--- config.mk ---
export PLATFORM = sky130hd
export DESIGN_NAME = led_blink_pattern_sequencer
export DESIGN_NICKNAME = d
export VERILOG_FILES = /design/src/sv/lbps_pkg.sv /design/src/sv/led_blink_pattern_sequencer.sv /design/src/sv/lbps_ctrl.sv /design/src/sv/lbps_dp.sv
export SDC_FILE = /design/constraint.sdc
export NUM_CORES = 1
export LEC_CHECK = 0
export BUFFER_PORTS_ARGS = -buffer_cell sky130_fd_sc_hd__buf_2
export CAP_MARGIN = 20
export CORE_MARGIN = 1.5
export CORE_UTILIZATION = 45
export CTS_CLUSTER_SIZE = 28
export DETAILED_ROUTE_END_ITERATION = 8
export GPL_ROUTABILITY_DRIVEN = 0
export PLACE_DENSITY_LB_ADDON = 0.1
export SLEW_MARGIN = 10
export SYNTH_ARGS = -nofsm -noshare
export SYNTH_HDL_FRONTEND = slang
export SYNTH_SLANG_ARGS = --single-unit
--- constraint.sdc ---
create_clock -name i_clk -period 7.9 [get_ports i_clk]
set_input_delay 1.185 -clock i_clk [delete_from_list [all_inputs] [get_ports i_clk]]
set_output_delay 1.185 -clock i_clk [all_outputs]
set_load 0.01 [all_outputs]
--- src/sv/lbps_pkg.sv ---
`timescale 1ns / 1ps

package lbps_pkg;

    typedef enum logic [2:0] {
        REQ_TICK      = 3'd0,
        REQ_START     = 3'd1,
        REQ_STOP      = 3'd2,
        REQ_LOAD      = 3'd3,
        REQ_FORCE_ON  = 3'd4,
        REQ_FORCE_OFF = 3'd5
    } t_req;

    typedef enum logic [1:0] {
        REG_ACTIVE_LEVEL   = 2'd0,
        REG_PATTERN_LENGTH = 2'd1,
        REG_LOOP_TOTAL     = 2'd2
    } t_reg;

    typedef enum logic [1:0] {
        ST_IDLE,
        ST_PRIME,
        ST_SCAN,
        ST_OUT
    } t_state;

    typedef struct packed {
        logic exec;
        logic scan;
    } t_ctrl_cmd;

    typedef struct packed {
        logic need_scan;
        logic scan_done;
    } t_dp_stat;

    localparam int LEN_W   = 5;
    localparam int DUR_W   = 16;
    localparam int LOOP_W  = 16;
    localparam int IDX_W   = 4;
    localparam int REQ_W   = 3;

endpackage

--- src/sv/led_blink_pattern_sequencer.sv ---
`timescale 1ns / 1ps
// Result word: registered, valid in the cycle after the input word is accepted; a tick
// that moves to a new step first passes through the prime and scan states, the scan
// skipping zero-length entries. One word at a time: the next input word is taken only
// after the result word is accepted; the pattern table is scanned one entry per cycle.
// Reset (synchronous, active low): sequencer idle, LED dark, registers to defaults.
module led_blink_pattern_sequencer #(
    parameter int PATTERN_DEPTH = 16
) (
    input  logic        i_clk,
    input  logic        i_rst_n,
    input  logic        s_axis_tvalid,
    output logic        s_axis_tready,
    input  logic [23:0] s_axis_tdata,   // [3:0] entry_index, [19:4] entry_duration
    input  logic [2:0]  s_axis_tuser,   // [2:0] req_type
    output logic        m_axis_tvalid,
    input  logic        m_axis_tready,
    output logic [7:0]  m_axis_tdata,   // [0] led_pin, [1] running, [2] done_res, [3] status
    input  logic        psel,
    input  logic        penable,
    input  logic        pwrite,
    input  logic [3:0]  paddr,
    input  logic [31:0] pwdata,
    output logic [31:0] prdata,
    output logic        pready
);
    import lbps_pkg::*;

    logic                     r_active_level;
    logic [LEN_W-1:0]         r_pattern_length;
    logic signed [LOOP_W-1:0] r_loop_total;

    t_ctrl_cmd w_cmd;
    t_dp_stat  w_stat;
    logic      w_cfg_wr;
    logic      w_lit;
    logic      w_running;
    logic      w_done;
    logic      w_status;

    assign pready   = 1'b1;
    assign w_cfg_wr = psel && penable && pwrite && pready;

    always_ff @(posedge i_clk) begin
        if (!i_rst_n) begin
            r_active_level   <= 1'b1;
            r_pattern_length <= '0;
            r_loop_total     <= -LOOP_W'(1);
        end else if (w_cfg_wr) begin
            case (paddr[3:2])
                REG_ACTIVE_LEVEL:   r_active_level   <= pwdata[0];
                REG_PATTERN_LENGTH: r_pattern_length <= pwdata[LEN_W-1:0];
                REG_LOOP_TOTAL:     r_loop_total     <= pwdata[LOOP_W-1:0];
                default: begin
                    r_active_level <= r_active_level;
                end
            endcase
        end
    end

    always_comb begin
        case (paddr[3:2])
            REG_ACTIVE_LEVEL:   prdata = {31'd0, r_active_level};
            REG_PATTERN_LENGTH: prdata = {27'd0, r_pattern_length};
            REG_LOOP_TOTAL:     prdata = 32'(r_loop_total);
            default:            prdata = '0;
        endcase
    end

    lbps_ctrl u_ctrl (
        .i_clk       (i_clk),
        .i_rst_n     (i_rst_n),
        .i_in_valid  (s_axis_tvalid),
        .i_out_ready (m_axis_tready),
        .i_stat      (w_stat),
        .o_cmd       (w_cmd),
        .o_in_ready  (s_axis_tready),
        .o_out_valid (m_axis_tvalid)
    );

    lbps_dp #(
        .PATTERN_DEPTH (PATTERN_DEPTH)
    ) u_dp (
        .i_clk            (i_clk),
        .i_rst_n          (i_rst_n),
        .i_cmd            (w_cmd),
        .o_stat           (w_stat),
        .i_req_type       (s_axis_tuser),
        .i_entry_index    (s_axis_tdata[3:0]),
        .i_entry_duration (s_axis_tdata[19:4]),
        .i_pattern_length (r_pattern_length),
        .i_loop_total     (r_loop_total),
        .o_lit            (w_lit),
        .o_running        (w_running),
        .o_done           (w_done),
        .o_status         (w_status)
    );

    assign m_axis_tdata = {4'd0, w_status, w_done, w_running,
                           w_lit ? r_active_level : ~r_active_level};

endmodule

--- src/sv/lbps_ctrl.sv ---
`timescale 1ns / 1ps

module lbps_ctrl (
    input  logic               i_clk,
    input  logic               i_rst_n,
    input  logic               i_in_valid,
    input  logic               i_out_ready,
    input  lbps_pkg::t_dp_stat i_stat,
    output lbps_pkg::t_ctrl_cmd o_cmd,
    output logic               o_in_ready,
    output logic               o_out_valid
);
    import lbps_pkg::*;

    t_state r_state;
    t_state n_state;

    always_ff @(posedge i_clk) begin
        if (!i_rst_n) begin
            r_state <= ST_IDLE;
        end else begin
            r_state <= n_state;
        end
    end

    always_comb begin
        n_state = r_state;
        case (r_state)
            ST_IDLE: begin
                if (i_in_valid) begin
                    n_state = i_stat.need_scan ? ST_PRIME : ST_OUT;
                end
            end
            ST_PRIME: begin
                n_state = ST_SCAN;
            end
            ST_SCAN: begin
                if (i_stat.scan_done) begin
                    n_state = ST_OUT;
                end
            end
            ST_OUT: begin
                if (i_out_ready) begin
                    n_state = ST_IDLE;
                end
            end
            default: begin
                n_state = ST_IDLE;
            end
        endcase
    end

    always_comb begin
        o_cmd       = '0;
        o_in_ready  = 1'b0;
        o_out_valid = 1'b0;
        case (r_state)
            ST_IDLE: begin
                o_in_ready = 1'b1;
                o_cmd.exec = i_in_valid;
            end
            ST_SCAN: begin
                o_cmd.scan = 1'b1;
            end
            ST_OUT: begin
                o_out_valid = 1'b1;
            end
            default: begin
                o_cmd = '0;
            end
        endcase
    end

endmodule

--- src/sv/lbps_dp.sv ---
`timescale 1ns / 1ps

module lbps_dp #(
    parameter int PATTERN_DEPTH = 16
) (
    input  logic                                 i_clk,
    input  logic                                 i_rst_n,
    input  lbps_pkg::t_ctrl_cmd                  i_cmd,
    output lbps_pkg::t_dp_stat                   o_stat,
    input  logic [lbps_pkg::REQ_W-1:0]           i_req_type,
    input  logic [lbps_pkg::IDX_W-1:0]           i_entry_index,
    input  logic [lbps_pkg::DUR_W-1:0]           i_entry_duration,
    input  logic [lbps_pkg::LEN_W-1:0]           i_pattern_length,
    input  logic signed [lbps_pkg::LOOP_W-1:0]   i_loop_total,
    output logic                                 o_lit,
    output logic                                 o_running,
    output logic                                 o_done,
    output logic                                 o_status
);
    import lbps_pkg::*;

    localparam int AW = (PATTERN_DEPTH > 1) ? $clog2(PATTERN_DEPTH) : 1;

    logic [DUR_W-1:0]         r_table [PATTERN_DEPTH];
    logic [DUR_W-1:0]         r_rd_data;

    logic                     r_active, n_active;
    logic [LEN_W-1:0]         r_step,   n_step;
    logic signed [LOOP_W-1:0] r_loops,  n_loops;
    logic [DUR_W-1:0]         r_ticks,  n_ticks;
    logic                     r_lit,    n_lit;
    logic                     r_done,   n_done;
    logic                     r_status, n_status;

    logic [LEN_W-1:0]         w_len;
    logic [DUR_W-1:0]         w_ticks_dec;
    logic                     w_step_in;
    logic                     w_idx_ok;
    logic                     w_wr;
    logic [AW-1:0]            w_wr_addr;
    logic [AW-1:0]            w_rd_addr;

    // effective length: min(pattern_length, depth)
    assign w_len = (32'(i_pattern_length) < 32'(PATTERN_DEPTH)) ?
                   i_pattern_length : LEN_W'(PATTERN_DEPTH);
    assign w_step_in   = (r_step < w_len);
    assign w_idx_ok    = (32'(i_entry_index) < 32'(PATTERN_DEPTH));
    assign w_ticks_dec = (r_ticks != '0) ? (r_ticks - DUR_W'(1)) : '0;
    assign w_wr_addr   = AW'(i_entry_index);
    // read runs one word ahead: address follows the next step index
    assign w_rd_addr   = AW'(n_step);

    always_comb begin
        n_active         = r_active;
        n_step           = r_step;
        n_loops          = r_loops;
        n_ticks          = r_ticks;
        n_lit            = r_lit;
        n_done           = r_done;
        n_status         = r_status;
        w_wr             = 1'b0;
        o_stat.need_scan = 1'b0;
        o_stat.scan_done = !(w_step_in && (r_rd_data == '0));

        if (i_cmd.exec) begin
            n_done   = 1'b0;
            n_status = 1'b0;
            case (i_req_type)
                REQ_TICK: begin
                    if (r_active) begin
                        if (r_loops == '0) begin
                            n_active = 1'b0;
                            n_done   = 1'b1;
                        end else begin
                            n_ticks = w_ticks_dec;
                            o_stat.need_scan = (w_ticks_dec == '0);
                        end
                    end
                end
                REQ_START: begin
                    if (r_active || (w_len == '0)) begin
                        n_status = 1'b1;
                    end else begin
                        n_step   = '0;
                        n_loops  = i_loop_total;
                        n_ticks  = '0;
                        n_active = 1'b1;
                    end
                end
                REQ_STOP: begin
                    n_active = 1'b0;
                end
                REQ_LOAD: begin
                    if (r_active) begin
                        n_status = 1'b1;
                    end else begin
                        w_wr = w_idx_ok;
                    end
                end
                REQ_FORCE_ON: begin
                    n_lit = 1'b1;
                end
                REQ_FORCE_OFF: begin
                    n_lit = 1'b0;
                end
                default: begin
                    n_status = 1'b0;
                end
            endcase
        end

        if (i_cmd.scan) begin
            if (w_step_in) begin
                n_step = r_step + LEN_W'(1);
                if (r_rd_data != '0) begin
                    n_lit   = ~r_step[0];
                    n_ticks = r_rd_data;
                end
            end else begin
                n_step = '0;
                if (r_loops > 0) begin
                    n_loops = r_loops - LOOP_W'(1);
                end
            end
        end
    end

    always_ff @(posedge i_clk) begin
        if (w_wr) begin
            r_table[w_wr_addr] <= i_entry_duration;
        end
        r_rd_data <= r_table[w_rd_addr];
    end

    always_ff @(posedge i_clk) begin
        if (!i_rst_n) begin
            r_active <= 1'b0;
            r_step   <= '0;
            r_loops  <= '0;
            r_ticks  <= '0;
            r_lit    <= 1'b0;
            r_done   <= 1'b0;
            r_status <= 1'b0;
        end else begin
            r_active <= n_active;
            r_step   <= n_step;
            r_loops  <= n_loops;
            r_ticks  <= n_ticks;
            r_lit    <= n_lit;
            r_done   <= n_done;
            r_status <= n_status;
        end
    end

    assign o_lit     = r_lit;
    assign o_running = r_active;
    assign o_done    = r_done;
    assign o_status  = r_status;

endmodule

=== Yosys cells after proc, flatten, opt, wreduce, memory -nomap -nowiden ===
Memory sizes are Yosys's and may differ from the RTL's. A register that Yosys moved wholly into a read port is not among the register bits.
Index checks and enable logic that the tools add are counted.
W data, S select, Z words.

* Equal/unequal tests: 15
* Add/subtract/negate cells: 3
* Multipliers: 0
* Shift operators: 0
* Reductions and logical operators: 22
* Magnitude comparators: 3
* Mux-type cells: 56
* Div/mod/pow operators: 0
* Bitwise operators: 2

{| class="wikitable"
|+ Operator list
! operator !! number
|-
| $mux W16 || 14
|-
| $pmux W32 S3 || 1
|-
| $logic_not A16 Y1 || 3
|-
| $pmux W16 S2 || 1
|-
| $reduce_bool A16 Y1 || 2
|-
| $mux W5 || 6
|-
| $mux W1 || 26
|-
| $gt A16 B1 Y1 const B || 1
|-
| $sub A16 B1 Y16 const B || 1
|-
| $sub A16 B2 Y16 const B || 1
|-
| $ne A2 B2 Y1 const B || 5
|-
| $reduce_and A3 Y1 || 3
|-
| $mux W2 || 4
|-
| $pmux W2 S4 || 1
|-
| $eq A2 B2 Y1 const B || 3
|-
| $eq A3 B2 Y1 const B || 2
|-
| $eq A3 B3 Y1 const B || 2
|-
| $reduce_and A2 Y1 || 3
|-
| $add A5 B1 Y5 const B || 1
|-
| $logic_not A5 Y1 || 1
|-
| $lt A5 B5 Y1 || 1
|-
| $lt A5 B5 Y1 const B || 1
|-
| $eq A2 B1 Y1 const B || 2
|-
| $logic_not A2 Y1 || 2
|-
| other kinds (9) || 14
|}

* Memories: 1
* Input port bits: 70
* Logic and storage cells: 114
* Register bits after elaboration: 65
* Bits in writable memories: 256
* Bits in latches: 0
* Memory bits (read-only): 0
* Output and inout bits: 43

{| class="wikitable"
|+ Memory list
! memory !! words !! width !! read ports !! clocked after Yosys merged registers in !! wr ports !! RTL line !! RTL
|-
| u_dp.r_table || 16 || 16 || 1 || 1 || 1 || lbps_dp.sv:24 || <nowiki>logic [DUR_W-1:0] r_table [PATTERN_DEPTH];</nowiki>
|}

=== Logic depth before layout (Yosys ltp) ===
Gate-level depths: netlist of run 1.

* Depth after elaboration: 10
* Gate-level depth with buffers: 14
* Mapped depth without buffers: 10

=== Hierarchy ===
Synthesis of run 1 repeated with hierarchy kept, for this count alone.

* Cells, all modules: 1297
* Area total of the unflattened synthesis: 15069.5 um2

{| class="wikitable"
|+ By module, submodules not included
! module !! cells each !! instances !! area each (um2) !! sequential area each (um2)
|-
| lbps_dp || 1126 || 1 || 13591.8 || 8828.5
|-
| led_blink_pattern_sequencer || 151 || 1 || 1313.8 || 440.4
|-
| lbps_ctrl || 20 || 1 || 163.9 || 40.0
|}

=== Worst setup path after synthesis of run 1 ===
OpenSTA, ideal clock, no wires.

* Path kind: input-to-reg
* From: input s_axis_tvalid
* To: memory u_dp.r_table[0][0] (enable)
* Data arrival time: 3110 ps
* Setup time: 409 ps
* Path slack: 4380 ps
* Path buffers: 0
* Stages: 5
* Cells stage by stage: nand2_1 -> nor3_1 -> nand3_1 -> or3_1 -> nor3_1

* Cells in the longest elaborated chain, start to end: 4

{| class="wikitable"
|+ RTL lines
! item !! RTL line !! RTL
|-
| start: declaration || led_blink_pattern_sequencer.sv:12 || <nowiki>input logic s_axis_tvalid,</nowiki>
|-
| $mux W1 || lbps_ctrl.sv:57 || <nowiki>case (r_state)</nowiki>
|-
| $mux W1 || lbps_dp.sv:65 || <nowiki>if (i_cmd.exec) begin</nowiki>
|-
| $mux W1 || lbps_dp.sv:129 || <nowiki>if (w_wr) begin</nowiki>
|-
| $mux W1 (implied by the code) || lbps_dp.sv:130 || <nowiki>r_table[w_wr_addr] <= i_entry_duration;</nowiki>
|-
| end: declaration || lbps_dp.sv:24 ||
|}

No other way between the ends.

=== Final worst setup path of run 1 ===
* From: register r_pattern_length[4]
* To: register u_dp.r_rd_data[4] (read register of u_dp.r_table)

* Cells in the longest elaborated chain, start to end: 8
* Elaborated cells on any way between the ends: 10
* Classes of those cells: order compare: 2; mux: 6; reduce/logical: 2

{| class="wikitable"
|+ RTL lines
! item !! RTL line !! RTL
|-
| start: declaration || led_blink_pattern_sequencer.sv:30 || <nowiki>logic [LEN_W-1:0] r_pattern_length;</nowiki>
|-
| start signal: assignment || led_blink_pattern_sequencer.sv:52 || <nowiki>REG_PATTERN_LENGTH: r_pattern_length <= pwdata[LEN_W-1:0];</nowiki>
|-
| $lt A5 B5 Y1 || lbps_dp.sv:44 || <nowiki>assign w_len = (32'(i_pattern_length) < 32'(PATTERN_DEPTH)) ?</nowiki>
|-
| $mux W5 (*) || lbps_dp.sv:44 ||
|-
| $logic_not A5 Y1 || lbps_dp.sv:81 || <nowiki>if (r_active || (w_len == '0)) begin</nowiki>
|-
| $logic_or A1 B1 Y1 || lbps_dp.sv:81 ||
|-
| $mux W5 || lbps_dp.sv:81 ||
|-
| $mux W5 || lbps_dp.sv:68 || <nowiki>case (i_req_type)</nowiki>
|-
| $mux W5 || lbps_dp.sv:65 ||
|-
| $mux W5 (*) || lbps_dp.sv:112 || <nowiki>if (i_cmd.scan) begin</nowiki>
|-
| end: declaration || lbps_dp.sv:25 || <nowiki>logic [DUR_W-1:0] r_rd_data;</nowiki>
|}

Mark *: on every way between the ends. The rest lies on a longest branch, timed or not. The select of a mux whose other input is x is not followed.
A chain may end at the register's enable or synchronous reset.

==> results.toml, run 1 <==
[synthesis]
synthMuxAreaShare_pct = 6.95
synth_top_area_share_pct = 53.8
ys.flop_type = "edfxtp_1"
synth.area.top_cells = "edfxtp_1 54%, dfxtp_1 11%, nand2_1 3.6%, mux2_2 2.9%, mux2i_1 2.8%"
synth_edf_count = 256
ys_warn_count = 0
synth.cell_area_um2 = 14300
synth_top_family_by_area = "simple AND/OR/NAND/NOR gates"
synth_cells = 1131
ys_seq_area_share_pct = 65.1
yosys-top-cells-count = "256 x edfxtp_1, 136 x nand2_1, 81 x dfxtp_1, 77 x a21oi_1, 68 x nor2_1"
synthArstFlopShare_pct = 0
ys_ff_latch = 337
synth-simple-area-share_pct = 12.2
synth_compound_area_share_pct = 10.9
yosys.cell_count.top_type = "edfxtp_1"
synthAdderAreaFrac_pct = 0.875
synth_area_leader_cell = "edfxtp_1"
synthXorXnorAreaFrac_pct = 0.306
syn_area_per_cell_um2 = 12.6
synthDistinctLibCells = 71

[clock_network]
cts-root-buf = "clkbuf_16"
cts.clk_slew.worst_paths_ns = 0.06
insertion_delay_ns = 0.53
cts-resized-gates = 0
cts_tree = "yes"
cts.sinks = 337
cts_setup_buffers = 0
cts_buffer_depth = 3
cts_hold_buf = 0
cts_inserted_buffers = 38
cts_htree_levels = 2

[drt]
viasPerCell = 5.70
drt-initial-drc-count = 601
antenna_left = 0
vias = 9335
first_pass_iters = 8
wirelength_um = 34800
wl_per_cell_um = 21.3
drc = 0

[worst_setup_path]
path_max_fanout = 49
end_kind = "flip-flop"
r2r_setup_slack_ns = 3.23
r2r_start = "r_pattern_length[4]"
cp.arrival_ns = 5.06
cp_slowest_cell = "a22o_4"
path_delay_family = "compound AO/OA/AOI/OAI gates"
path_buf_inv = 2
r2r_end = "u_dp.r_rd_data[4]"
cp-startpoint = "r_pattern_length[4]"
required_ns = 8.30
cp_slowest_stage_delay_ns = 0.69
start_kind = "flip-flop"
reg2reg_depth = 10
crit_chain = "inv_1, ha_1, a21oi_1, o221ai_4, nor2_2, a22o_4, buf_4, mux2_4, a222oi_1, or4b_1"
crit_type = "reg2reg"

[power]
p_sw_share_pct = 26.1
p_per_area_nw_per_um2 = 265
comb_power_share_pct = 13.9
vdd_ir_drop_max_mv = 0.154
pwr-share-seq_pct = 46.6
power.switching_mw = 1.12
p_clk_share_pct = 39.6
power.internal_mw = 3.19
p_leak_nw = 5.70

[die]
core_area_um2 = 31400
rows = 65
initial_core_util_pct = 45.6
die_w_um = 181
io_pins = 113
die-area_um2 = 32900
die_h_um = 181

[global_route]
grt_max_degree = 50
antenna_found_initial = 2
grt_pass1_vias = 8913
grt_util_all_layers_pct = 21.3
grt-ovfl-total = 0
grt_pass1_wl_um = 53000

[finish]
syn_to_final_growth_pct = 13.8
final_util_pct = 51.8
nets = 1286
fin_cells = 1638
fill_cells = 2725
drive_gt1_share_pct = 19.6
stdcell_area_um2 = 16300

[worst_hold_path]
min_path_type = "reg2reg"
holdPathStages = 2
worstHoldStart = "u_dp.o_status"
worst_hold_path.endpoint = "u_dp.o_status"

[timing]
fin_skew_ns = 0.0157
relSlewSlack_pct = 23.7
min_period_ns = 4.67
slew_viol_final = 0
tns_ns = 0
layout_setup_ws_ns = 3.23
finalHoldViolations = 0
rsz0062_at_grt = "false"
fmax_ghz = 0.214
period_share_pct = 59.1
setup_viol = 0
tightest_slew_ns = 1.14

[placement]
pre_cts_slack_ns = 3.12
dp_hpwl_um = 21200
placed_cells = 1567
portBuffers = 85
place_area_um2 = 15000

[run]
max_cap_viol_count = 0

[status]
status = "finished, final reports clean"
[flip-flops by register name, indices dropped and copies added (netlist names)]
register and count:
r_loop_total 16, r_active_level 1, u_dp.r_table 256, u_dp.o_lit 1, u_ctrl.r_state 2, u_dp.o_running 1
r_pattern_length 5, u_dp.r_step 5, u_dp.r_rd_data 16, u_dp.o_done 1, u_dp.r_ticks 16, u_dp.o_status 1
u_dp.r_loops 16
[area by class of cell]
| class | instances | area, um^2 | area share, % |
|---|---|---|---|
| sequential | 337 | 9310 | 57.2 |
| clock buffer | 56 | 1070 | 6.57 |
| clock inverter | 12 | 141 | 0.869 |
| timing repair buffer | 111 | 624 | 3.84 |
| tap | 402 | 503 | 3.09 |
| multi-input combinational | 701 | 4550 | 28.0 |
| antenna | 2 | 5.00 | 0.0308 |
| inverter | 17 | 63.8 | 0.392 |
[placed cells by master (no fill, tap or decap), types with 6 or more instances in the layout]
cell type and n:
a211oi_1 9, a21oi_1 76, a221oi_1 22, a222oi_1 19, a31oi_1 8, and2_1 14
buf_2 85, buf_4 25, clkbuf_1 13, clkbuf_16 38, dfxtp_1 81, edfxtp_1 256
ha_1 10, inv_1 16, mux2_2 37, mux2_4 11, mux2i_1 40, nand2_1 136
nand2b_1 8, nand3_1 27, nand4_1 7, nor2_1 62, nor2_2 7, nor3_1 28
nor4_1 10, o21ai_0 47, o22ai_1 16, or3_1 7, or4_1 6, or4b_1 16
[kinds of logic after synthesis]
kind of cell / after synthesis
AO/OA/AOI/OAI: 235
adder cells (fa/ha/maj): 10
XOR/XNOR: 5
other: 2
AND/OR/NAND/NOR: 357
multiplexers: 89
buffers and inverters: 96
flip-flops: 337
[per-stage QoR]
step	hold slack [ns]	total power, mW
6_report	0.450	4.31
4_1_cts	0.454	4.34
2_1_floorplan	0.436	2.48
3_5_place_dp	0.446	2.64
5_1_grt	0.489	4.50
3_3_place_gp	0.440	2.63
[metal layers]
metal | GRT usage [%] | vias to the layer above | wire length, um
met1 | 31.1 | 4608 | 16200
met2 | 33.4 | 238 | 15900
met3 | 2.84 | 51 | 1950
met5 | 0 | - | 0
met4 | 5.83 | 0 | 722
li1 | - | 4438 | -
[power by group through the flow]
stage	registers [mW]	logic (mW)	clock network (mW)
floorplan	2.03	0.451	0
global route	2.02	0.682	1.81
finish	2.01	0.598	1.71
detailed placement	2.04	0.594	0
global placement	2.04	0.585	0
CTS	2.01	0.595	1.73
[worst max path at each step]
| stage | to | depth (start not counted) |
|---|---|---|
| 2_1_floorplan | u_dp.r_table[0][0] | 5 |
| 4_1_cts | u_dp.r_rd_data[4] | 10 |
| 3_3_place_gp | u_dp.r_rd_data[4] | 9 |
| 5_1_grt | u_dp.r_rd_data[4] | 10 |
| 6_report | u_dp.r_rd_data[4] | 10 |
| 3_5_place_dp | u_dp.r_rd_data[4] | 9 |
[worst reg2reg max path: cells and delay by family, from the launching register on]
family                   cells  cell delay, ns
multiplexers                 1            0.35
flip-flops                   1            0.50
adder cells (fa/ha/maj)      1            0.35
buffers and inverters        2            0.75
AO/OA/AOI/OAI                4            1.64
AND/OR/NAND/NOR              2            0.93
Note: power is estimated with default switching activity, not from simulation.
==> inputs of run 2 (changes only) <==
clock period = 4.65 ns   (was 7.9 ns; I/O delays follow)
==> results.toml, run 2 (synthesis results as in run 1) <==
[timing]
rsz0062_at_grt = "false"
tightest_slew_ns = 1.03
setup_viol = 0
tns_ns = 0
min_period_ns = 3.87
slew_viol_final = 0
relSlewSlack_pct = 30.9
period_share_pct = 83.3
fmax_ghz = 0.258
fin_skew_ns = 0.0161
finalHoldViolations = 0

[worst_setup_path]
r2r_setup_slack_ns = 0.78
r2r_end = "u_dp.r_rd_data[12]"
end_kind = "flip-flop"
cp_slowest_stage_delay_ns = 0.51
crit_chain = "inv_1, ha_1, a21oi_1, o221ai_4, nor3_1, a21o_2, buf_12, mux2_2, a222oi_1, or4b_1"
cp.arrival_ns = 4.27
required_ns = 5.05
path_max_fanout = 43
start_kind = "flip-flop"
r2r_start = "r_pattern_length[4]"
crit_type = "reg2reg"
reg2reg_depth = 10
path_delay_family = "compound AO/OA/AOI/OAI gates"
path_buf_inv = 2
cp_slowest_cell = "a21o_2"

[finish]
syn_to_final_growth_pct = 14.1
register_area_um2 = 9310
mostFrequentLayoutCell = "edfxtp_1"
final_util_pct = 52.0
layout_common_cells = "256 x edfxtp_1, 136 x nand2_1, 85 x buf_2, 81 x dfxtp_1, 76 x a21oi_1"
diodes = 0
drive_gt1_share_pct = 20.0
fill_cells = 2710
multi_input_area_um2 = 4550
largest_reg_flops = 256
nets = 1296
largest-register = "u_dp.r_table"

[drt]
vias = 9431
wl_per_cell_um = 21.3
wirelength_um = 35000
antenna_left = 0
first_pass_iters = 8
drc = 0
viasPerCell = 5.74
drt-initial-drc-count = 757

[worst_hold_path]
worst_hold_path.endpoint = "r_loop_total[15]"
min_path_type = "in2reg"
holdPathStages = 3
worstHoldStart = "pwdata[15]"

[clock_network]
cts.clk_slew.worst_paths_ns = 0.06
cts.sinks = 337
cts_tree = "yes"
cts_buffer_depth = 3
insertion_delay_ns = 0.53
cts_setup_buffers = 0
cts_inserted_buffers = 38
cts_htree_levels = 2
cts_hold_buf = 0
cts-resized-gates = 0
cts-root-buf = "clkbuf_16"

[die]
die_h_um = 181
core_area_um2 = 31400
die_w_um = 181
rows = 65
io_pins = 113
initial_core_util_pct = 45.6
die-area_um2 = 32900

[global_route]
use_met1_pct = 31.0
grt.met2_usage_pct = 33.3
grt_max_degree = 44
grt-ovfl-total = 0
grt_use_met3_pct = 3.02
grt_pass1_vias = 8907
antenna_found_initial = 2
grt_pass1_wl_um = 53000
busiest_layer = "met2"
grt_util_all_layers_pct = 21.2

[power]
vdd_ir_drop_max_mv = 0.270
totalPowerFinal_mw = 7.24
p_leak_nw = 5.73
p_per_area_nw_per_um2 = 444

[placement]
portBuffers = 85
dp_hpwl_um = 21700

[status]
status = "finished, final reports clean"

[run]
max_cap_viol_count = 0
==> run 2: worst max path at each step <==
stage | startpoint | depth (start not counted) | to | slack (ns)
3_5_place_dp | r_pattern_length[4] | 10 | u_dp.r_rd_data[12] | 0.78
4_1_cts | r_pattern_length[4] | 10 | u_dp.r_rd_data[12] | 0.77
6_report | r_pattern_length[4] | 10 | u_dp.r_rd_data[12] | 0.78
3_3_place_gp | r_pattern_length[0] | 8 | u_dp.r_rd_data[5] | 0.84
2_1_floorplan | r_pattern_length[4] | 12 | u_dp.r_rd_data[4] | 1.54
5_1_grt | r_pattern_length[4] | 10 | u_dp.r_rd_data[13] | 0.55
==> run 2: cell type report <==
| cell class | count | area share [%] |
|---|---|---|
| Multi-Input combinational cell | 701 | 27.9 |
| Clock inverter | 14 | 0.721 |
| Sequential cell | 337 | 57.0 |
| Timing Repair Buffer | 121 | 4.42 |
| Inverter | 17 | 0.391 |
| Tap cell | 402 | 3.08 |
| Clock buffer | 52 | 6.46 |
==> run 2: report_power, final <==
group | total (mW) | internal [mW] | switching, mW
Sequential | 3.41 | 3.32 | 0.0880
Combinational | 1.02 | 0.381 | 0.637
Clock | 2.81 | 1.65 | 1.16
Total | 7.24 | 5.35 | 1.89
==> run 2: worst reg2reg max path, stage by stage, from the launching register on <==
cell and delay (ns):
dfxtp_1 0.49, inv_1 0.15, ha_1 0.34, a21oi_1 0.25, o221ai_4 0.21, nor3_1 0.31, a21o_2 0.51, buf_12 0.34
mux2_2 0.41, a222oi_1 0.26, or4b_1 0.49
==> run 2: per-stage QoR <==
step	hold WS, ns	worst slack [ns]	instance area [um^2]	cells
after CTS	0.376	0.774	16300	1644
after floorplan	0.436	1.54	14300	1134
after detailed placement	0.451	0.782	15200	1578
final	0.389	0.777	16300	1644
after global routing	0.391	0.551	16300	1644
after global placement	0.444	0.844	15200	1578
==> run 2: metal layers <==
metal	up-vias	part of all wire [%]
met5	-	0
met4	0	1.8
met3	42	5.3
met2	253	46
met1	4672	47
li1	4464	-
